$ cat src/rtl/core/mlp_sigmoid_classifier_top_macros.svh
// Assertion macros shared by the classifier RTL.
// SAME checks the consequent in the cycle of the antecedent, NEXT in the cycle after it.
`ifndef MLP_SIGMOID_CLASSIFIER_TOP_MACROS_SVH
`define MLP_SIGMOID_CLASSIFIER_TOP_MACROS_SVH
`ifndef SYNTHESIS
`define MSC_ASSERT_SAME(label, clk, rst, ante, cons) \
   label: assert property (@(posedge clk) disable iff (rst) (ante) |-> (cons)) \
      else $error("msc: check failed");
`define MSC_ASSERT_NEXT(label, clk, rst, ante, cons) \
   label: assert property (@(posedge clk) disable iff (rst) (ante) |=> (cons)) \
      else $error("msc: check failed");
`else
`define MSC_ASSERT_SAME(label, clk, rst, ante, cons)
`define MSC_ASSERT_NEXT(label, clk, rst, ante, cons)
`endif
`endif

$ cat src/rtl/core/msc_pkg.sv
`default_nettype none
package msc_pkg;

   // accumulator width, all sums held in Q.28
   localparam int ACC_W = 48;

   localparam logic CMD_WRITE    = 1'b0;
   localparam logic CMD_CLASSIFY = 1'b1;

   typedef enum logic [2:0] {
      ST_IDLE,
      ST_HMAC,
      ST_HSIG,
      ST_OMAC,
      ST_OSIG,
      ST_DONE
   } state_type;

   typedef struct packed {
      logic init;
      logic mac;
      logic out_layer;
   } lane_ctrl_type;

   // shift-subtract divide, elaboration only
   function automatic logic [63:0] udiv64(input logic [63:0] num, input logic [63:0] den);
      logic [63:0] quo;
      logic [64:0] rem;
      quo = '0;
      rem = '0;
      for (int i = 63; i >= 0; i--) begin
         rem = {rem[63:0], num[i]};
         if (rem >= {1'b0, den}) begin
            rem = rem - {1'b0, den};
            quo[i] = 1'b1;
         end
      end
      return quo;
   endfunction

   // sigmoid at bin centre 8*m/entries, m > 0
   function automatic logic [15:0] sig_pos(input logic [63:0] m, input int entries);
      logic [63:0] y;
      logic [63:0] y2;
      logic [63:0] y3;
      logic [63:0] y4;
      logic [63:0] e;
      logic [63:0] d;
      logic [63:0] r;
      y  = udiv64(m << 27, 64'(entries));
      y2 = (y * y) >> 32;
      y3 = (y2 * y) >> 32;
      y4 = (y3 * y) >> 32;
      e  = 64'h1_0000_0000 - y + y2 / 64'd2 - y3 / 64'd6 + y4 / 64'd24;
      if (e >= 64'h1_0000_0000) begin
         e = 64'hFFFF_FFFF;
      end
      for (int s = 0; s < 8; s++) begin
         e = (e * e) >> 32;
      end
      d = 64'h1_0000_0000 + e;
      r = udiv64(64'h1_0000_0000_0000 + (d >> 1), d);
      return (r > 64'd65535) ? 16'hFFFF : r[15:0];
   endfunction

   function automatic logic [15:0] sig_entry(input int k, input int entries);
      int m;
      logic [16:0] t;
      m = 2 * k + 1 - entries;
      if (m == 0) begin
         return 16'h8000;
      end
      if (m > 0) begin
         return sig_pos(64'(m), entries);
      end
      t = 17'h1_0000 - {1'b0, sig_pos(64'(-m), entries)};
      return t[15:0];
   endfunction

endpackage
`default_nettype wire

$ cat src/rtl/core/msc_sigmoid.sv
`default_nettype none
module msc_sigmoid import msc_pkg::*; #(
   parameter int SIG_ENTRIES = 256
) (
   input  wire logic                    clock,
   input  wire logic                    reset,
   input  wire logic                    in_valid,
   input  wire logic signed [ACC_W-1:0] z,
   output logic                         out_valid,
   output logic [15:0]                  act
);

   localparam int SIG_W  = $clog2(SIG_ENTRIES + 1);
   localparam int SIG_AW = $clog2(SIG_ENTRIES);
   localparam logic [SIG_W-1:0] SIG_K = SIG_W'(SIG_ENTRIES);

   logic [15:0] lut [SIG_ENTRIES];

   for (genvar k = 0; k < SIG_ENTRIES; k++) begin : g_lut
      localparam logic [15:0] ENTRY = sig_entry(k, SIG_ENTRIES);
      assign lut[k] = ENTRY;
   end

   logic              v1_ff, v1_in, v2_ff, v2_in, v3_ff, v3_in;
   logic [31:0]       u_ff, u_in;
   logic [SIG_AW-1:0] idx_ff, idx_in;
   logic [15:0]       act_ff, act_in;
   logic [32+SIG_W-1:0] prod;
   logic              in_range;

   // clamp to [-8, 8) in Q.28 and offset by +8
   always_comb begin
      in_range = (&z[ACC_W-1:31]) || ~(|z[ACC_W-1:31]);
      priority if (in_range) begin
         u_in = {~z[31], z[30:0]};
      end else if (z[ACC_W-1]) begin
         u_in = '0;
      end else begin
         u_in = '1;
      end
      prod   = u_ff * SIG_K;
      idx_in = prod[32 +: SIG_AW];
      act_in = lut[idx_ff];
      v1_in  = in_valid;
      v2_in  = v1_ff;
      v3_in  = v2_ff;
   end

   always_ff @(posedge clock) begin
      if (reset) begin
         v1_ff <= 1'b0;
         v2_ff <= 1'b0;
         v3_ff <= 1'b0;
      end else begin
         v1_ff <= v1_in;
         v2_ff <= v2_in;
         v3_ff <= v3_in;
      end
   end

   always_ff @(posedge clock) begin
      u_ff   <= u_in;
      idx_ff <= idx_in;
      act_ff <= act_in;
   end

   assign out_valid = v3_ff;
   assign act       = act_ff;

endmodule
`default_nettype wire

$ cat config.mk
export PLATFORM = sky130hd
export DESIGN_NAME = msc_sigmoid
export DESIGN_NICKNAME = d
export VERILOG_FILES = /design/src/rtl/core/mlp_sigmoid_classifier_top_macros.svh /design/src/rtl/core/msc_pkg.sv /design/src/rtl/core/msc_sigmoid.sv
export SDC_FILE = /design/constraint.sdc
export NUM_CORES = 1
export LEC_CHECK = 0
export ABC_AREA = 1
export BUFFER_PORTS_ARGS = -buffer_cell sky130_fd_sc_hd__buf_2
export CAP_MARGIN = 20
export CORE_AREA = 2 2 105 107
export CTS_BUF_LIST = sky130_fd_sc_hd__clkbuf_4 sky130_fd_sc_hd__clkbuf_8 sky130_fd_sc_hd__clkbuf_16
export DETAILED_ROUTE_END_ITERATION = 8
export DIE_AREA = 0 0 107 109
export PLACE_DENSITY = 0.75
export SYNTH_ARGS = -nofsm -noshare
export SYNTH_HDL_FRONTEND = slang
export SYNTH_SLANG_ARGS = --single-unit
$ cat constraint.sdc
create_clock -name clock -period 5.6 [get_ports clock]
set_input_delay 1.12 -clock clock [delete_from_list [all_inputs] [get_ports clock]]
set_output_delay 1.12 -clock clock [all_outputs]
set_load 0.01 [all_outputs]
==> results.md <==
* Status: finished, final reports clean
* Placer congestion estimate at 1.13
* Pleak at 0.00259 uW
* Leading area contributor after synthesis: nand2_1
* H-Tree Level Count at 2
* Final antenna-violating net count at 0
* CP arrival at 3330 ps
* Worst min path class: reg -> reg
* Vias in the first global route at about 5.7k
* Die area at ~12,000 um^2
* Reg2reg end: act[3]$_DFF_P_
* Largest delay contributor family on the critical path: simple AND/OR/NAND/NOR gates
* Reg2reg path depth at 13
* Total wire length at between 20,000 and 25,000 um
* Syn_area_per_cell at between 5 and 6 um^2
* Drt drc at 0
* Final setup TNS at 0 ps
* Setup Viol. Count Final at 0
* Max Cap Viol at 0
* Vias per inst at 6.43
* Starting density of the core at 0.434
* Largest cells by area after synthesis: nand2_1 (26%), dfxtp_1 (15%), nand3_1 (15%)
* Adder-Cell Fraction of Synth Area at 0.0543
* Fillers at 1,195
* Dpl hpwl at 15,500 um
* Worst hold stages at 0
* CTS tree: done
* Largest net degree at the start of global routing at 63
* Initial antenna violation count at 0
* RSZ-0062 raised after global routing: no
* Worst endpoint required time at ~5800 ps
* Largest family of logic cells by synthesized area: simple AND/OR/NAND/NOR gates
* Synth warnings at 0
* PortBufs at 43
* Post-synthesis sequential element count at 35
* Synth Net Count at 933
* Die height at 109 um
* Yosys top cell area share at 0.260
* Sequential fraction of the synthesis area at 0.152
* Core Region at 10,600 um^2
* Skew-Pair Late Insertion Delay at roughly 320 ps
* Crit end category: flop
* Global Route Usage Sum at 0.387
* R2R setup slack at 2510 ps
* Per-cell routed wire length at between 20 and 25 um
* Hold Buf Count CTS at 0
* Root buf cell: clkbuf_8
* Fin. Hold Viols at 0
* Die W at about 110 um
* CP startpoint: idx_ff[1]$_DFF_P_
* Synth Area in Simple Gates at 0.553
* Worst r2r src: idx_ff[1]$_DFF_P_
* 1st-iter DRT viols at 1,476
* Skew final at 20.8 ps
* CP Buf/Inv Count at 2
* Slowest CP cell: ha_1
* Synth cell types at 34
* Total number of vias at between 6k and 7k
* Compound-Gate Fraction of Synth Area at 0.129
* XOR/XNOR share of the synthesized area at 0
* GR Overflow Total at 0
* Most used cell, CP: nand2_1
* Startpoint Class: flop
* Synth Instances at 862
* Post-synthesis mux area share at 0
* Drt first pass iters at 9
* Max-slew violation count at 0
* Fraction of registers with async set or reset after synthesis at 0
* Worst slew margin at 0.277
* Number of synthesized flops with an enable pin at 0
* Tcrit/Tclk final at 0.552
* Io pins at between 60 and 70
* Worst slew pin tran at 1080 ps
* Pwr dens at 195 nW/um^2
* First-pass GRT wire length at 33,800 um
* Hold endpoint: idx_ff[5]$_DFF_P_
* PostCTS Resize Cnt at 0
* Worst path max stage delay at 530 ps
* FP Rows at 38
* Final Critical Period at 3090 ps
* Net count, final at roughly 950
* Main synth FF type: dfxtp_1
* Worst path cell trace: buf_4, inv_1, ha_1, nand2_1, nand2_1, nand2_1, nand2_1, nand2_1, nand2_1, nand2_1, nand3_1, nand2_1, nand2_1
* Max IR drop VDD at roughly 0.15 mV
* Final core occ at 0.464
* Post-CTS setup buffer count at 0
* Min-delay src: u_ff[29]$_DFF_P_
* Area growth syn-to-layout at 6.93%
* Crit Path Max Fanout at 15
* CTS Buf Count at 5
* Post-Syn Area at approximately 4600 um^2
* Worst-path clk slew at 110 ps
* Num Clock Sinks at 35
* Ratio of cells with drive above 1 in the final layout at 0.0981
* Crit path kind: reg -> reg
* Max clock buf depth at 2
* Ant diodes at 0
* Max Fclk at between 300 and 400 MHz
-- cell type report --
type                       instances  area, um^2  area share
timing repair buffer              57         328      0.0666
multi-input combinational        721        3390       0.688
clock buffer                       5        68.8      0.0140
inverter                          56         213      0.0432
sequential                        35         703       0.143
clock inverter                     3        47.5     0.00965
tap                              140         175      0.0356
-- worst max-delay path by stage --
stage,end,cells after the start
3_3_place_gp,act[3]$_DFF_P_,13
2_1_floorplan,act[7]$_DFF_P_,12
6_report,act[3]$_DFF_P_,13
5_1_grt,act[0]$_DFF_P_,11
4_1_cts,act[3]$_DFF_P_,13
3_5_place_dp,act[3]$_DFF_P_,13
-- registers in the layout, indices dropped and copies added, names as in the netlist --
register and count:
u_ff 8, act 16, out_valid 1, idx_ff 8, v2_ff 1, v1_ff 1
-- metrics by stage --
step	instances	setup WS [ps]	hold WS, ps	total power [uW]	cell area (um^2)
2_1_floorplan	862	3520	310	549	4610
3_3_place_gp	1008	2680	310	679	4790
3_5_place_dp	1008	2760	313	673	4790
4_1_cts	1016	2740	333	924	4910
5_1_grt	1017	2450	341	989	4920
6_report	1017	2510	318	958	4920
-- power breakdown --
part / internal [uW] / switching, uW
clock network: 135 / 123
registers: 270 / 8.64
logic: 116 / 305
-- cell usage after synthesis, types with 5 or more instances --
master,count
buf_6,7
nor2_1,90
buf_4,10
o21ai_0,32
inv_1,52
nor3_1,6
nand3_1,137
buf_2,20
o211ai_1,12
o21ai_1,5
dfxtp_1,35
a21oi_1,49
nand2_1,319
nand4_1,20
nand2_2,8
ha_1,20
clkbuf_1,9
-- cell families after synthesis --
kind of cell             count (synthesis)
AO/OA/AOI/OAI                          108
buffers and inverters                  106
AND/OR/NAND/NOR                        593
adder cells (fa/ha/maj)                 20
flip-flops                              35
-- per-layer routing --
metal,global-route usage,up-vias,share of wire
met3,0.118,175,0.17
met4,0.215,0,0.082
met2,0.572,718,0.40
li1,-,2867,-
met5,0,-,0
met1,0.501,2778,0.35
-- placed cells by master, fill, tap and decap left out, drive strengths merged, types with 2 or more instances in the layout --
cell type,instances
dfxtp,35
a31oi,4
nand4,20
clkbuf,5
clkinv,2
inv,56
o211ai,12
o21ai,37
nand3,137
a21oi,49
ha,20
nor4,2
nor3,6
nand3b,3
o2111ai,2
nand2,329
buf,57
nor2,95
No activity file was read; power rests on OpenSTA's default activity.
