## config.mk

```make
export PLATFORM = sky130hd
export DESIGN_NAME = msc_lane
export DESIGN_NICKNAME = d
export VERILOG_FILES = /design/src/rtl/core/mlp_sigmoid_classifier_top_macros.svh /design/src/rtl/core/msc_pkg.sv /design/src/rtl/core/msc_lane.sv
export SDC_FILE = /design/constraint.sdc
export NUM_CORES = 1
export LEC_CHECK = 0
export BUFFER_PORTS_ARGS = -buffer_cell sky130_fd_sc_hd__buf_2
export CORE_ASPECT_RATIO = 1.75
export CORE_MARGIN = 2
export CORE_UTILIZATION = 50
export DETAILED_ROUTE_END_ITERATION = 8
export GPL_ROUTABILITY_DRIVEN = 0
export PLACE_DENSITY = 0.67
export RECOVER_POWER = 50
export SLEW_MARGIN = 40
export SYNTH_ARGS = -nofsm -noshare
export SYNTH_HDL_FRONTEND = slang
export SYNTH_SLANG_ARGS = --single-unit
```

## constraint.sdc

```tcl
create_clock -name clock -period 12.6 [get_ports clock]
set_clock_uncertainty 0.05 [all_clocks]
set_input_delay 1.26 -clock clock [delete_from_list [all_inputs] [get_ports clock]]
set_output_delay 1.26 -clock clock [all_outputs]
set_load 0.02 [all_outputs]
```

## src/rtl/core/mlp_sigmoid_classifier_top_macros.svh

```systemverilog
// Assertion macros shared by the classifier RTL.
// SAME checks the consequent in the cycle of the antecedent, NEXT in the cycle after it.
`ifndef MLP_SIGMOID_CLASSIFIER_TOP_MACROS_SVH
`define MLP_SIGMOID_CLASSIFIER_TOP_MACROS_SVH
`ifndef SYNTHESIS
`define MSC_ASSERT_SAME(label, clk, rst, ante, cons) \
   label: assert property (@(posedge clk) disable iff (rst) (ante) |-> (cons)) \
      else $error("msc: check failed");
`define MSC_ASSERT_NEXT(label, clk, rst, ante, cons) \
   label: assert property (@(posedge clk) disable iff (rst) (ante) |=> (cons)) \
      else $error("msc: check failed");
`else
`define MSC_ASSERT_SAME(label, clk, rst, ante, cons)
`define MSC_ASSERT_NEXT(label, clk, rst, ante, cons)
`endif
`endif

```

## src/rtl/core/msc_pkg.sv

```systemverilog
`default_nettype none
package msc_pkg;

   // accumulator width, all sums held in Q.28
   localparam int ACC_W = 48;

   localparam logic CMD_WRITE    = 1'b0;
   localparam logic CMD_CLASSIFY = 1'b1;

   typedef enum logic [2:0] {
      ST_IDLE,
      ST_HMAC,
      ST_HSIG,
      ST_OMAC,
      ST_OSIG,
      ST_DONE
   } state_type;

   typedef struct packed {
      logic init;
      logic mac;
      logic out_layer;
   } lane_ctrl_type;

   // shift-subtract divide, elaboration only
   function automatic logic [63:0] udiv64(input logic [63:0] num, input logic [63:0] den);
      logic [63:0] quo;
      logic [64:0] rem;
      quo = '0;
      rem = '0;
      for (int i = 63; i >= 0; i--) begin
         rem = {rem[63:0], num[i]};
         if (rem >= {1'b0, den}) begin
            rem = rem - {1'b0, den};
            quo[i] = 1'b1;
         end
      end
      return quo;
   endfunction

   // sigmoid at bin centre 8*m/entries, m > 0
   function automatic logic [15:0] sig_pos(input logic [63:0] m, input int entries);
      logic [63:0] y;
      logic [63:0] y2;
      logic [63:0] y3;
      logic [63:0] y4;
      logic [63:0] e;
      logic [63:0] d;
      logic [63:0] r;
      y  = udiv64(m << 27, 64'(entries));
      y2 = (y * y) >> 32;
      y3 = (y2 * y) >> 32;
      y4 = (y3 * y) >> 32;
      e  = 64'h1_0000_0000 - y + y2 / 64'd2 - y3 / 64'd6 + y4 / 64'd24;
      if (e >= 64'h1_0000_0000) begin
         e = 64'hFFFF_FFFF;
      end
      for (int s = 0; s < 8; s++) begin
         e = (e * e) >> 32;
      end
      d = 64'h1_0000_0000 + e;
      r = udiv64(64'h1_0000_0000_0000 + (d >> 1), d);
      return (r > 64'd65535) ? 16'hFFFF : r[15:0];
   endfunction

   function automatic logic [15:0] sig_entry(input int k, input int entries);
      int m;
      logic [16:0] t;
      m = 2 * k + 1 - entries;
      if (m == 0) begin
         return 16'h8000;
      end
      if (m > 0) begin
         return sig_pos(64'(m), entries);
      end
      t = 17'h1_0000 - {1'b0, sig_pos(64'(-m), entries)};
      return t[15:0];
   endfunction

endpackage
`default_nettype wire

```

## src/rtl/core/msc_lane.sv

```systemverilog
`default_nettype none
module msc_lane import msc_pkg::*; #(
   parameter int LANE     = 0,
   parameter int N_IN     = 4,
   parameter int N_HIDDEN = 5,
   parameter int N_OUT    = 3,
   parameter int IDX_W    = 6,
   parameter int STEP_W   = 3
) (
   input  wire logic                    clock,
   input  wire logic                    reset,
   input  wire lane_ctrl_type           ctrl,
   input  wire logic                    wr_en,
   input  wire logic [IDX_W-1:0]        wr_idx,
   input  wire logic [15:0]             wr_data,
   input  wire logic [STEP_W-1:0]       step,
   input  wire logic signed [16:0]      operand,
   output logic signed [ACC_W-1:0]      acc
);

   localparam int  HW_AW   = (N_IN > 1) ? $clog2(N_IN) : 1;
   localparam int  OW_AW   = (N_HIDDEN > 1) ? $clog2(N_HIDDEN) : 1;
   localparam bit  HAS_HID = (LANE < N_HIDDEN);
   localparam bit  HAS_OUT = (LANE < N_OUT);
   localparam int  HW_BASE = LANE * N_IN;
   localparam int  OW_BASE = N_IN * N_HIDDEN + LANE * N_HIDDEN;
   localparam int  HB_IDX  = N_IN * N_HIDDEN + N_HIDDEN * N_OUT + LANE;
   localparam int  OB_IDX  = N_IN * N_HIDDEN + N_HIDDEN * N_OUT + N_HIDDEN + LANE;
   localparam int  PROD_W  = 33;

   logic [15:0] hw_ff [N_IN];
   logic [15:0] hw_in [N_IN];
   logic [15:0] ow_ff [N_HIDDEN];
   logic [15:0] ow_in [N_HIDDEN];
   logic [15:0] hb_ff, hb_in, ob_ff, ob_in;
   logic signed [ACC_W-1:0] acc_ff, acc_in;

   logic signed [15:0]       weight;
   logic signed [15:0]       bias;
   logic signed [PROD_W-1:0] prod;
   logic signed [ACC_W-1:0]  prod_ext;
   logic signed [ACC_W-1:0]  term;

   // table writes, each slot decodes its own index
   always_comb begin
      hw_in = hw_ff;
      ow_in = ow_ff;
      hb_in = hb_ff;
      ob_in = ob_ff;
      for (int p = 0; p < N_IN; p++) begin
         if (HAS_HID && wr_en && (wr_idx == IDX_W'(HW_BASE + p))) begin
            hw_in[p] = wr_data;
         end
      end
      for (int p = 0; p < N_HIDDEN; p++) begin
         if (HAS_OUT && wr_en && (wr_idx == IDX_W'(OW_BASE + p))) begin
            ow_in[p] = wr_data;
         end
      end
      if (HAS_HID && wr_en && (wr_idx == IDX_W'(HB_IDX))) begin
         hb_in = wr_data;
      end
      if (HAS_OUT && wr_en && (wr_idx == IDX_W'(OB_IDX))) begin
         ob_in = wr_data;
      end
   end

   // MAC: hidden products are Q.20, moved up to Q.28
   always_comb begin
      weight   = ctrl.out_layer ? ow_ff[step[OW_AW-1:0]] : hw_ff[step[HW_AW-1:0]];
      bias     = ctrl.out_layer ? ob_ff : hb_ff;
      prod     = weight * operand;
      prod_ext = {{(ACC_W-PROD_W){prod[PROD_W-1]}}, prod};
      term     = ctrl.out_layer ? prod_ext : {prod_ext[ACC_W-9:0], 8'b0};
      acc_in   = acc_ff;
      priority if (ctrl.init) begin
         acc_in = {{(ACC_W-32){bias[15]}}, bias, 16'b0};
      end else if (ctrl.mac) begin
         acc_in = acc_ff + term;
      end
   end

   always_ff @(posedge clock) begin
      if (reset) begin
         for (int p = 0; p < N_IN; p++) begin
            hw_ff[p] <= '0;
         end
         for (int p = 0; p < N_HIDDEN; p++) begin
            ow_ff[p] <= '0;
         end
         hb_ff <= '0;
         ob_ff <= '0;
      end else begin
         hw_ff <= hw_in;
         ow_ff <= ow_in;
         hb_ff <= hb_in;
         ob_ff <= ob_in;
      end
   end

   always_ff @(posedge clock) begin
      acc_ff <= acc_in;
   end

   assign acc = acc_ff;

endmodule
`default_nettype wire

```

==> metrics.md <==
| Metric | Value |
|---|---|
| Post-Place Worst Slack | `920 ps` |
| Most common cell in the synthesized netlist | `sky130_fd_sc_hd__nand2_1` |
| Slack of the worst reg-to-reg path | `2360 ps` |
| Number of enable-type register cells in the synthesized netlist | `32` |
| Required arrival time at the worst endpoint | `12790 ps` |
| Core box area | `0.0443 mm2` |
| Area of the die | `0.0467 mm2` |
| Longest Clk Path Bufs | `3` |
| CTS Root Buffer Type | `sky130_fd_sc_hd__clkbuf_16` |
| Final setup fails | `0` |
| Fmax achieved | `88.3 MHz` |
| Number of distinct library cell variants in the gate-level netlist after synthesis | `70` |
| Number of max-capacitance violations reported | `3` |
| Area fraction of the dominant cell type after synthesis | `0.247` |
| Number of buffers inserted during clock tree synthesis | `20` |
| DRC errors left | `0` |
| Data arrival time of the worst path | `11520 ps` |
| Endpoint kind of the worst setup timing path | `flop` |
| Antenna Diode Count | `0` |
| Headroom to the max-slew limit | `-0.288` |
| Final count of hold timing violations | `0` |
| Largest fanout on the critical path | `33` |
| Routed length per instance | `20.0 um` |
| Initial antenna violation count | `0` |
| Slowest cell on the critical path | `sky130_fd_sc_hd__nor3_1` |
| Top flip-flop cell by instance count after synthesis | `sky130_fd_sc_hd__dfxtp_1` |
| Grt ovf | `0` |
| Number of optimization iterations in the first detailed-route pass | `6` |
| Largest net degree at the start of global routing | `86` |
| Flip-flop and latch count after synthesis | `224` |
| Drt initial violations | `893` |
| Slew of the pin with the lowest slew margin | `1930 ps` |
| Combined area of all synthesized cells | `0.0225 mm2` |
| Worst path buffer plus inverter count | `6` |
| TritonCTS clock tree | `done` |
| First-pass GRT wire length | `102 mm` |
| Biggest area contributors in the synthesized netlist | `sky130_fd_sc_hd__fa_1 25%, sky130_fd_sc_hd__dfxtp_1 17%, sky130_fd_sc_hd__nand2_1 7.8%` |
| Share of synthesized area occupied by flip-flops and latches | `0.214` |
| Critical Path Stages | `37` |
| Vias in the first global route | `19384` |
| DIE HEIGHT | `284 um` |
| Commonest cells post-synth | `466 x sky130_fd_sc_hd__nand2_1, 319 x sky130_fd_sc_hd__inv_1, 277 x sky130_fd_sc_hd__fa_1, 195 x sky130_fd_sc_hd__a21oi_1, 192 x sky130_fd_sc_hd__dfxtp_1` |
| WL final | `63.5 mm` |
| Share of synthesized cell area in and, or, nand and nor gates | `0.169` |
| Violations in the final reports | `max-capacitance violations, max-slew violations` |
| Slew Viols, Final | `66` |
| Number of warnings printed during yosys synthesis | `0` |
| Fin crit share | `0.899` |
| Detailed-route via count | `17947` |
| Syn Area/Cell | `8.74 um2` |
| Cell type with the largest total area after synthesis | `sky130_fd_sc_hd__fa_1` |
| Starting utilization of the core area | `0.507` |
| Vias/cell | `5.66` |
| Cell row count | `102` |
| Number of clock sinks | `224` |
| Xor and xnor fraction of the mapped netlist area | `0.0300` |
| Share of synthesized area spent on multiplexers | `0.0729` |
| Dominant combinational cell family by area after synthesis | `adder cells` |
| Fraction of synthesis flops using an asynchronous set or reset pin | `0` |
| Worst Hold Class | `flop to flop` |
| Gate count of the mapped netlist | `2570` |
| Half-perimeter wire length after placement | `49.4 mm` |
| Critical Path Max Stage Delay | `570 ps` |
| Number of input and output port buffers inserted | `95` |
| Length in cells of the worst reg-to-reg path | `36` |
| Adder-Cell Fraction of Synth Area | `0.321` |
| Post-cts hold buffer count | `0` |
| Category of the critical setup timing path | `input port to flop` |
| Nature of the critical path startpoint | `input port` |
| Cell family contributing the most delay on the critical path | `adder cells` |
| H-tree depth | `1` |
| Cell mode on critical path | `sky130_fd_sc_hd__fa_1` |
| # resized after CTS | `0` |
| Total Neg Setup Slack | `0 ps` |
| Global-route usage over all layers | `0.280` |
| Fraction of final layout cells sized beyond drive strength 1 | `0.0820` |
| Signed area change from the synthesized netlist to the final layout | `7.09%` |
| Fin worst setup slack | `1270 ps` |
| Status | `finished, violations left` |
| Unrepaired setup endpoints after global routing | `false` |
| Clock latency on the worst-skew pair | `520 ps` |
| Post-DRT Antenna Nets | `0` |
| Total setup buffers inserted after CTS | `0` |
| Number of ports placed on the die boundary | `96` |
| Hold depth | `2` |
| Post-CTS clock slew at the launch and capture registers of the worst setup and hold paths | `70 ps` |
| Final critical-path required period | `11330 ps` |
| Complex-gate fraction of the synthesized area | `0.115` |
| Die outline width | `164 um` |
| Nets in the synthesized netlist | `3028` |
| Final-stage net count | `3044` |
-- stage by stage --
stage / hold WS (ps) / std cells / area (um2) / utilization
final: 401 / 3171 / 24000 / 0.543
after global routing: 420 / 3171 / 24000 / 0.543
after CTS: 402 / 3171 / 24100 / 0.545
after detailed placement: 394 / 3136 / 23500 / 0.530
after global placement: 388 / 3131 / 23400 / 0.528
after floorplan: 383 / 2570 / 22500 / -
-- path summary, 6_finish.rpt --
| check | startpoint | end |
|---|---|---|
| worst max-delay path | step[0] | acc[47] |
| worst min-delay path | hw_ff[16] | hw_ff[16] |
| worst max register to register | ow_ff[49] | acc[47] |
| worst min register to register | hw_ff[16] | hw_ff[16] |
-- registers in the layout (all words and copies together) (netlist names) --
register,count
ow_ff,80
hw_ff,64
ob_ff,16
acc,48
hb_ff,16
-- logic make-up after synthesis --
logic type / count (synthesis)
fa+ha+maj: 410
mux: 120
flops: 224
simple gates: 859
compound gates: 419
xor+xnor: 77
buf+inv: 461
-- placed cells by master, fill, tap and decap left out, drive strengths merged, types with 7 or more instances in the layout --
cell and n:
dfxtp 192, a211oi 9, nand3 25, a31oi 8
o21a 12, a221oi 16, a21oi 196, inv 320
nor2b 25, or2 7, fa 277, o2111ai 8
nor2 150, o21bai 9, o31ai 8, o21ai 71
nor3 17, mux2i 59, xor2 24, nand2 466
nand4 11, mux4 32, a21o 42, clkbuf 67
mux2 29, edfxtp 32, xnor2 53, and2 119
ha 133, nand2b 8, and3 11, buf 95
-- worst min-delay path, stage by stage (launching register included) --
cell and delay [ps]:
sky130_fd_sc_hd__dfxtp_1 300, sky130_fd_sc_hd__nand2_1 50, sky130_fd_sc_hd__a21oi_1 50
-- metal layers --
metal | part of all wire | up-vias | wire (um) | track usage
li1 | - | 8320 | - | -
met1 | 0.34 | 8839 | 21800 | 0.294
met2 | 0.55 | 574 | 34900 | 0.533
met3 | 0.046 | 214 | 2900 | 0.0257
met4 | 0.062 | 0 | 3920 | 0.155
met5 | 0 | - | 0 | 0
-- layout make-up --
class | instances | area [um2]
fill | 4074 | 20200
multi-input combinational | 1885 | 15900
sequential | 224 | 4800
inverter | 321 | 1200
timing repair buffer | 134 | 728
tap | 572 | 716
clock buffer | 28 | 592
clock inverter | 7 | 53.8
Power is left out: the tool's default activity adds up to more than one toggle a clock period on the data nets, which glitch-free logic cannot reach.
