### src/rtl/core/mlp_sigmoid_classifier_top_macros.svh
// Assertion macros shared by the classifier RTL.
// SAME checks the consequent in the cycle of the antecedent, NEXT in the cycle after it.
`ifndef MLP_SIGMOID_CLASSIFIER_TOP_MACROS_SVH
`define MLP_SIGMOID_CLASSIFIER_TOP_MACROS_SVH
`ifndef SYNTHESIS
`define MSC_ASSERT_SAME(label, clk, rst, ante, cons) \
   label: assert property (@(posedge clk) disable iff (rst) (ante) |-> (cons)) \
      else $error("msc: check failed");
`define MSC_ASSERT_NEXT(label, clk, rst, ante, cons) \
   label: assert property (@(posedge clk) disable iff (rst) (ante) |=> (cons)) \
      else $error("msc: check failed");
`else
`define MSC_ASSERT_SAME(label, clk, rst, ante, cons)
`define MSC_ASSERT_NEXT(label, clk, rst, ante, cons)
`endif
`endif

### src/rtl/core/msc_pkg.sv
`default_nettype none
package msc_pkg;

   // accumulator width, all sums held in Q.28
   localparam int ACC_W = 48;

   localparam logic CMD_WRITE    = 1'b0;
   localparam logic CMD_CLASSIFY = 1'b1;

   typedef enum logic [2:0] {
      ST_IDLE,
      ST_HMAC,
      ST_HSIG,
      ST_OMAC,
      ST_OSIG,
      ST_DONE
   } state_type;

   typedef struct packed {
      logic init;
      logic mac;
      logic out_layer;
   } lane_ctrl_type;

   // shift-subtract divide, elaboration only
   function automatic logic [63:0] udiv64(input logic [63:0] num, input logic [63:0] den);
      logic [63:0] quo;
      logic [64:0] rem;
      quo = '0;
      rem = '0;
      for (int i = 63; i >= 0; i--) begin
         rem = {rem[63:0], num[i]};
         if (rem >= {1'b0, den}) begin
            rem = rem - {1'b0, den};
            quo[i] = 1'b1;
         end
      end
      return quo;
   endfunction

   // sigmoid at bin centre 8*m/entries, m > 0
   function automatic logic [15:0] sig_pos(input logic [63:0] m, input int entries);
      logic [63:0] y;
      logic [63:0] y2;
      logic [63:0] y3;
      logic [63:0] y4;
      logic [63:0] e;
      logic [63:0] d;
      logic [63:0] r;
      y  = udiv64(m << 27, 64'(entries));
      y2 = (y * y) >> 32;
      y3 = (y2 * y) >> 32;
      y4 = (y3 * y) >> 32;
      e  = 64'h1_0000_0000 - y + y2 / 64'd2 - y3 / 64'd6 + y4 / 64'd24;
      if (e >= 64'h1_0000_0000) begin
         e = 64'hFFFF_FFFF;
      end
      for (int s = 0; s < 8; s++) begin
         e = (e * e) >> 32;
      end
      d = 64'h1_0000_0000 + e;
      r = udiv64(64'h1_0000_0000_0000 + (d >> 1), d);
      return (r > 64'd65535) ? 16'hFFFF : r[15:0];
   endfunction

   function automatic logic [15:0] sig_entry(input int k, input int entries);
      int m;
      logic [16:0] t;
      m = 2 * k + 1 - entries;
      if (m == 0) begin
         return 16'h8000;
      end
      if (m > 0) begin
         return sig_pos(64'(m), entries);
      end
      t = 17'h1_0000 - {1'b0, sig_pos(64'(-m), entries)};
      return t[15:0];
   endfunction

endpackage
`default_nettype wire

### src/rtl/core/msc_merge.sv
`default_nettype none
module msc_merge import msc_pkg::*; #(
   parameter int N_OUT   = 3,
   parameter int CLASS_W = 2
) (
   input  wire logic                        clock,
   input  wire logic                        in_valid,
   input  wire logic [$clog2(N_OUT)-1:0]    in_index,
   input  wire logic [15:0]                 in_act,
   output logic [15:0]                      act [N_OUT],
   output logic [CLASS_W-1:0]               class_code
);

   localparam int OUT_AW = $clog2(N_OUT);

   logic [15:0]       act_ff [N_OUT];
   logic [15:0]       act_in [N_OUT];
   logic [15:0]       best_ff, best_in;
   logic [OUT_AW-1:0] win_ff, win_in;
   logic              tie_ff, tie_in;

   // running strict maximum; a tie with the current best stands until beaten
   always_comb begin
      act_in  = act_ff;
      best_in = best_ff;
      win_in  = win_ff;
      tie_in  = tie_ff;
      if (in_valid) begin
         act_in[in_index] = in_act;
         priority if (in_index == '0) begin
            best_in = in_act;
            win_in  = in_index;
            tie_in  = 1'b0;
         end else if (in_act > best_ff) begin
            best_in = in_act;
            win_in  = in_index;
            tie_in  = 1'b0;
         end else if (in_act == best_ff) begin
            tie_in  = 1'b1;
         end
      end
   end

   always_ff @(posedge clock) begin
      act_ff  <= act_in;
      best_ff <= best_in;
      win_ff  <= win_in;
      tie_ff  <= tie_in;
   end

   assign act        = act_ff;
   assign class_code = tie_ff ? CLASS_W'(N_OUT) : CLASS_W'(win_ff);

endmodule
`default_nettype wire

### config.mk
export PLATFORM = sky130hd
export DESIGN_NAME = msc_merge
export DESIGN_NICKNAME = d
export VERILOG_FILES = /design/src/rtl/core/mlp_sigmoid_classifier_top_macros.svh /design/src/rtl/core/msc_pkg.sv /design/src/rtl/core/msc_merge.sv
export SDC_FILE = /design/constraint.sdc
export NUM_CORES = 1
export LEC_CHECK = 0
export ABC_AREA = 0
export BUFFER_PORTS_ARGS = -buffer_cell sky130_fd_sc_hd__buf_2
export CAP_MARGIN = 20
export CORE_MARGIN = 2
export CORE_UTILIZATION = 40
export CTS_CLUSTER_SIZE = 14
export DETAILED_ROUTE_END_ITERATION = 7
export PLACE_DENSITY = 0.67
export SYNTH_ARGS = -nofsm -noshare
export SYNTH_HDL_FRONTEND = slang
export SYNTH_SLANG_ARGS = --single-unit
export TNS_END_PERCENT = 1
### constraint.sdc
create_clock -name clock -period 5.8 [get_ports clock]
set_clock_uncertainty 0.05 [all_clocks]
set_input_delay 0.58 -clock clock [delete_from_list [all_inputs] [get_ports clock]]
set_output_delay 0.58 -clock clock [all_outputs]
set_load 0.03 [all_outputs]
==> out/summary.log, run 1 <==
[clocking] number of H-tree levels 3
[global_route] number of global-route vias before repair 1335
[yosys] area of the mapped netlist 2512 um2
[sta] Final Slew Violations 0
[clocking] clock-pin slew reported for the worst setup and hold paths after clock tree synthesis 0.07 ns
[clocking] CTS resizes 0
[yosys] Synthesized Nets 178
[route] highest metal layer with signal wires met4
[critical_path] element type at the critical path end flip-flop
[pwr] Power Density 327.1 nW/um2
[critical_path] critical setup path kind input pin to flip-flop
[critical_path] register-to-register setup slack 3.29 ns
[yosys] synth unique cells 23
[route] antenna viol nets, final 0
[flow_run] Maximum Capacitance Violations 0
[pwr] worst vdd rail ir drop 0.2061 mV
[global_route] global-route wire length before repair 6693 um
[sta] Final Hold Violating Endpoints 0
[clocking] TritonCTS clock tree done
[route] routed metal-1 wirelength 1882 um
[layout] Antenna Cells 0
[critical_path] biggest fanout along the worst timing path 18
[critical_path] Startpoint Class input pin
[layout] fraction of final layout cells with drive strength greater than 1 38.67%
[route] vias 1416
[clocking] buffer depth of the longest clock path 2
[yosys] proportion of synthesized chip area in sequential cells 80.08%
[global_route] total gr overflow 0
[die] Starting Density 41.94%
[yosys] gate count after technology mapping 142
[yosys] flops & latches, synth 67
[route] # DRC 0
[sta] measured slew at the worst slew-check pin 0.9307 ns
[global_route] number of antenna violations at the first check in global routing 0
[layout] area growth from synthesis to layout 24.40%
[clocking] library cell used as clock root buffer clkbuf_8
[route] first drt pass iteration count 5
[sta] RSZ-0062 raised after global routing no
[sta] Tmin final 2.540 ns
[status] run status complete, no violations
[critical_path] required time worst endpoint 5.70 ns
[pwr] Leakage Power 1.288 nW
[die] die width 83.25 um
[clocking] Skew-Pair Late Insertion Delay 0.33 ns
[route] Routed wire per std cell 14.36 um
[layout] Net count, final 258
[die] io pins 70
[die] die area 6931 um2
[clocking] number of setup buffers added after CTS 0
[die] Core Footprint 5991 um2
[clocking] # clock sinks 67
[sta] max frequency 393.7 MHz
[route] met2 routed WL 1990 um
[critical_path] arrival time of the worst setup path 2.44 ns
[placed_design] final weighted congestion in routability-driven placement 0.7539
[layout] Design Area, Final 3126 um2
[die] Placement Rows 28
[placed_design] total placed instance area 2954 um2
[route] number of DRC markers after the initial detailed-route iteration 58
[sta] fraction of the cycle the final worst path needs 43.79%
[clocking] count of hold-fix buffers inserted at cts 0
[route] routed wire length 4307 um
[route] wire length on met3 347 um
[route] drt via density 4.720
[die] die span in y 83.25 um
[sta] headroom to the max-slew limit 37.95%
[global_route] maximum number of pins on one net before global-route repair 19
[sta] final sum of negative setup slack 0 ns
[clocking] total CTS buffers 9
[yosys] average size of a mapped cell 17.69 um2
[global_route] total routing resource utilization after global routing 12.96%
[placed_design] detailed placement HPWL 2936 um
[sta] final-report setup violation count 0
[min_path] worst hold-check path type input pin to flip-flop
[yosys] total number of yosys warnings 0
[placed_design] Buffers on Ports 69
state kept, by name, indices dropped and copies added, names as in the netlist:
name     flops
act         48
tie_ff       1
best_ff     16
win_ff       2
routing by layer:
metal  vias up  GRT usage (%)
li1        686              -
met1       668          16.09
met2        52          19.43
met3        10          5.666
met4         0          6.259
met5         -              0
path summary, 6_finish.rpt:
kind / cells after the start / end / start
worst max-delay path: 7 / best_ff[12] / in_act[15]
worst max register to register: 7 / best_ff[12] / best_ff[15]
worst min register to register: 4 / tie_ff / best_ff[0]
worst min-delay path: 1 / act[32] / in_act[0]
power by group:
part	total, W	internal (W)	switching, W
clock	0.000344	0.000191	0.000154
sequential	0.000569	0.000563	0.00000531
combinational	0.000109	0.0000317	0.0000776
synthesized netlist by cell type, drive strengths merged:
cell type,n,area (um2)
a21o,2,15.01
edfxtp,67,2012
inv,17,63.81
nand2,9,33.78
nor2,7,26.28
a211oi,1,12.51
nand4,3,25.02
and3b,1,8.760
and3,1,6.260
a21oi,6,30.03
nor3,2,15.01
or2,2,12.51
o211ai,1,7.510
o21ai,2,10.00
o21a,1,7.510
nand2b,1,6.260
nand3,1,5.000
o221ai,1,8.760
and2,1,6.260
ha,16,200.2
cell type report:
cell class	count	area, um2
fillers	494	2865
repair buffers	69	345.3
flip-flops and latches	67	2012
well taps	75	93.84
multi-input cells	58	439.2
clock buffers	10	127.6
clock inverters	4	43.79
inverters	17	63.81
per-stage QoR:
step | hold WS, ns | util [%] | cells | power (W) | setup slack, ns
floorplan | 0.6289 | - | 142 | 0.0006499 | 3.329
global placement | 0.7635 | 49.31 | 286 | 0.0006877 | 2.937
detailed placement | 0.7658 | 49.31 | 286 | 0.0006898 | 2.899
CTS | 0.4165 | 52.17 | 300 | 0.001034 | 3.254
global route | 0.4242 | 52.17 | 300 | 0.001063 | 3.048
finish | 0.4312 | 52.17 | 300 | 0.001022 | 3.260
cells by family (layout without fill, tap and decap cells):
kind of cell | Yosys count | after routing | synth area share [%]
compound gates | 14 | 14 | 3.635
fa+ha+maj | 16 | 16 | 7.968
buf+inv | 17 | 100 | 2.540
flops | 67 | 67 | 80.08
simple gates | 28 | 28 | 5.777
placed cells by master (no fill, tap or decap), types with 2 or more instances in the layout:
cell	instances
a21oi_1	6
a21o_1	2
edfxtp_1	67
nor2_1	6
nand2_1	9
or2_2	2
nand4_1	2
buf_2	69
inv_1	17
clkinv_2	2
ha_1	16
clkbuf_8	9
worst max-delay path, cell delays in order:
cell      delay, ns
buf_2          0.13
ha_1           0.33
nand4_2        0.17
nor3_2         0.23
nand2_1        0.10
o211ai_1       0.19
and3_1         0.73
Power figures use the tool's default switching activity.
==> run 2, diff against run 1 <==
==> constraint.sdc (replaced) <==
create_clock -name clock -period 2.38 [get_ports clock]
set_clock_uncertainty 0.05 [all_clocks]
set_input_delay 0.238 -clock clock [delete_from_list [all_inputs] [get_ports clock]]
set_output_delay 0.238 -clock clock [all_outputs]
set_load 0.03 [all_outputs]
==> run 2 against run 1 <==
  * Worst setup slack worse by 3.0 ns
  * Design area up 1.3%
  * Worst hold slack worse by 0.34 ns
  * Power up 130%
  * Critical path type is now flip-flop to flip-flop
  * Largest cell class unchanged
==> out/summary.log, run 2 (same netlist as run 1, synthesis figures left out) <==
[die] Placement Rows 28 [unchanged]
[global_route] number of global-route vias before repair 1346 [was 1335]
[sta] final hold slack 0.08678 ns [was 0.4312 ns]
[route] routed wire length 4481 um [was 4307 um]
[critical_path] delay of the slowest cell on the worst path 0.32 ns [was 0.73 ns]
[sta] Final Slew Violations 0 [unchanged]
[sta] Final Hold Violating Endpoints 0 [unchanged]
[global_route] maximum number of pins on one net before global-route repair 15 [was 19]
[die] die span in y 83.25 um [unchanged]
[placed_design] Buffers on Ports 69 [unchanged]
[route] # DRC 0 [unchanged]
[min_path] worst hold-check path type input pin to flip-flop [unchanged]
[clocking] TritonCTS clock tree done [unchanged]
[clocking] number of setup buffers added after CTS 0 [unchanged]
[clocking] clock-pin slew reported for the worst setup and hold paths after clock tree synthesis 0.06 ns [was 0.07 ns]
[pwr] Comb power frac 11.6% [was 10.7%]
[route] first drt pass iteration count 4 [was 5]
[critical_path] Worst path slowest cell edfxtp_1 [was and3_1]
[critical_path] biggest fanout along the worst timing path 14 [was 18]
[critical_path] arrival time of the worst setup path 2.10 ns [was 2.44 ns]
[layout] area growth from synthesis to layout 26.05% [was 24.40%]
[sta] final worst-path setup slack 0.2578 ns [was 3.260 ns]
[pwr] Clk pwr share 30.7% [was 33.7%]
[route] drt via density 4.588 [was 4.720]
[layout] Largest register FFs 48 [unchanged]
[die] die width 83.25 um [unchanged]
[flow_run] Maximum Capacitance Violations 0 [unchanged]
[layout] FILL cells 509 [was 494]
[sta] headroom to the max-slew limit 62.36% [was 37.95%]
[clocking] total CTS buffers 9 [unchanged]
[layout] highest-count cells in the layout ignoring fill and taps buf_2, edfxtp_1, inv_1 [unchanged]
[global_route] total gr overflow 0 [unchanged]
[sta] final-report setup violation count 0 [unchanged]
[die] Starting Density 41.94% [unchanged]
[layout] Net count, final 263 [was 258]
[clocking] number of H-tree levels 3 [unchanged]
[critical_path] element type at the critical path end flip-flop [unchanged]
[placed_design] final weighted congestion in routability-driven placement 0.8033 [was 0.7539]
[placed_design] placed cell count 291 [was 286]
[placed_design] total placed instance area 3017 um2 [was 2954 um2]
[die] io pins 70 [unchanged]
[die] Core Footprint 5991 um2 [unchanged]
[clocking] Skew-Pair Late Insertion Delay 0.33 ns [about the same]
[clocking] count of hold-fix buffers inserted at cts 0 [unchanged]
[layout] post-route non-filler standard cell count 306 [was 300]
[global_route] total routing resource utilization after global routing 13.47% [was 12.96%]
[sta] RSZ-0062 raised after global routing no [unchanged]
[clocking] library cell used as clock root buffer clkbuf_8 [unchanged]
[pwr] worst vdd rail ir drop 0.4150 mV [was 0.2061 mV]
[sta] Tmin final 2.122 ns
[route] vias 1404 [was 1416]
[global_route] number of antenna violations at the first check in global routing 0 [unchanged]
[critical_path] required time worst endpoint 2.35 ns [was 5.70 ns]
[layout] Antenna Cells 0 [unchanged]
[critical_path] critical setup path kind flip-flop to flip-flop [was input pin to flip-flop]
[pwr] switching part of the total power 24.15% [was 23.13%]
[sta] fraction of the cycle the final worst path needs 89.17%
[layout] most common cell after layout, fill and taps aside buf_2 [unchanged]
[pwr] Leakage Power 1.311 nW [was 1.288 nW]
[pwr] Power Density 758.6 nW/um2 [was 327.1 nW/um2]
[clocking] buffer depth of the longest clock path 2 [unchanged]
[pwr] internal power summed over all cells 0.001822 W [was 0.0007858 W]
[layout] fraction of final layout cells with drive strength greater than 1 39.83% [was 38.67%]
[placed_design] detailed placement HPWL 3189 um [was 2936 um]
[critical_path] Startpoint Class flip-flop [was input pin]
[clocking] CTS resizes 0 [unchanged]
[status] run status complete, no violations [unchanged]
[clocking] # clock sinks 67 [unchanged]
[layout] Design Area, Final 3167 um2 [was 3126 um2]
[route] number of DRC markers after the initial detailed-route iteration 19 [was 58]
[sta] final sum of negative setup slack 0 ns [unchanged]
[route] Routed wire per std cell 14.64 um [was 14.36 um]
[die] die area 6931 um2 [unchanged]
[sta] measured slew at the worst slew-check pin 0.5640 ns [was 0.9307 ns]
[global_route] global-route wire length before repair 6844 um [was 6693 um]
[route] antenna viol nets, final 0 [unchanged]
[critical_path] CP Cell Sequence inv_1 > ha_1 > nand4_2 > nor3_2 > nand2_1 > o211ai_1 > and3_1 > buf_4 [was buf_2 > ha_1 > nand4_2 > nor3_2 > nand2_1 > o211ai_1 > and3_1]
[placed_design] worst slack at placement 0.2182 ns [was 2.899 ns]
[pwr] net switching power 0.0005802 W [was 0.0002365 W]
[sta] max frequency 471.2 MHz
[pwr] Sequential Power Share 57.7% [was 55.6%]
[run 2: cell count changes in the layout (fill, tap and decap cells not counted), sizes merged]
cell | previous run | this run
buf | 69 | 74
clkinv | 3 | 4
bufinv | 1 | 0
clkbuf | 10 | 11
[run 2: worst max-delay path: cells and delay by family, from the launching register on]
kind            cells  cell delay (ns)
compound gates      1             0.19
fa+ha+maj           1             0.31
buf+inv             2             0.27
flops               1             0.32
simple gates        4             0.68
[run 2: area by class of cell]
class                   count  area [um2]  share of cell area, %
repair buffers             74       407.9                  12.88
inverters                  17       63.81                  2.015
multi-input cells          58       439.2                  13.87
clock inverters             4       18.77                 0.5927
flip-flops and latches     67        2012                  63.53
well taps                  75       93.84                  2.963
clock buffers              11       131.4                  4.149
[run 2: path summary, 6_finish.rpt]
| check | slack, ns | startpoint | to | depth (start not counted) |
|---|---|---|---|---|
| max | 0.26 | best_ff[15] | best_ff[14] | 8 |
| min | 0.09 | in_act[13] | act[13] | 1 |
| max reg2reg | 0.26 | best_ff[15] | best_ff[14] | 8 |
| min reg2reg | 0.90 | best_ff[0] | tie_ff | 5 |
[run 2: power groups by stage]
stage | Sequential, W | Combinational, W | Clock, W
3_3_place_gp | 0.00141 | 0.000279 | 0
2_1_floorplan | 0.00149 | 0.0000915 | 0
4_1_cts | 0.00139 | 0.000284 | 0.000770
3_5_place_dp | 0.00141 | 0.000283 | 0
5_1_grt | 0.00139 | 0.000305 | 0.000810
6_report | 0.00139 | 0.000279 | 0.000738
[run 2: metrics by stage]
| step | total power [W] | util (%) |
|---|---|---|
| 2_1_floorplan | 0.001584 | - |
| 3_3_place_gp | 0.001688 | 50.36 |
| 3_5_place_dp | 0.001694 | 50.36 |
| 4_1_cts | 0.002440 | 52.86 |
| 5_1_grt | 0.002506 | 52.86 |
| 6_report | 0.002402 | 52.86 |
[run 2: metal layers]
| layer | vias to the layer above | routed length (um) | global-route usage [%] |
|---|---|---|---|
| li1 | 698 | - | - |
| met1 | 647 | 1961 | 16.66 |
| met2 | 49 | 2073 | 20.31 |
| met3 | 10 | 338 | 5.368 |
| met4 | 0 | 107 | 7.154 |
| met5 | - | 0 | 0 |
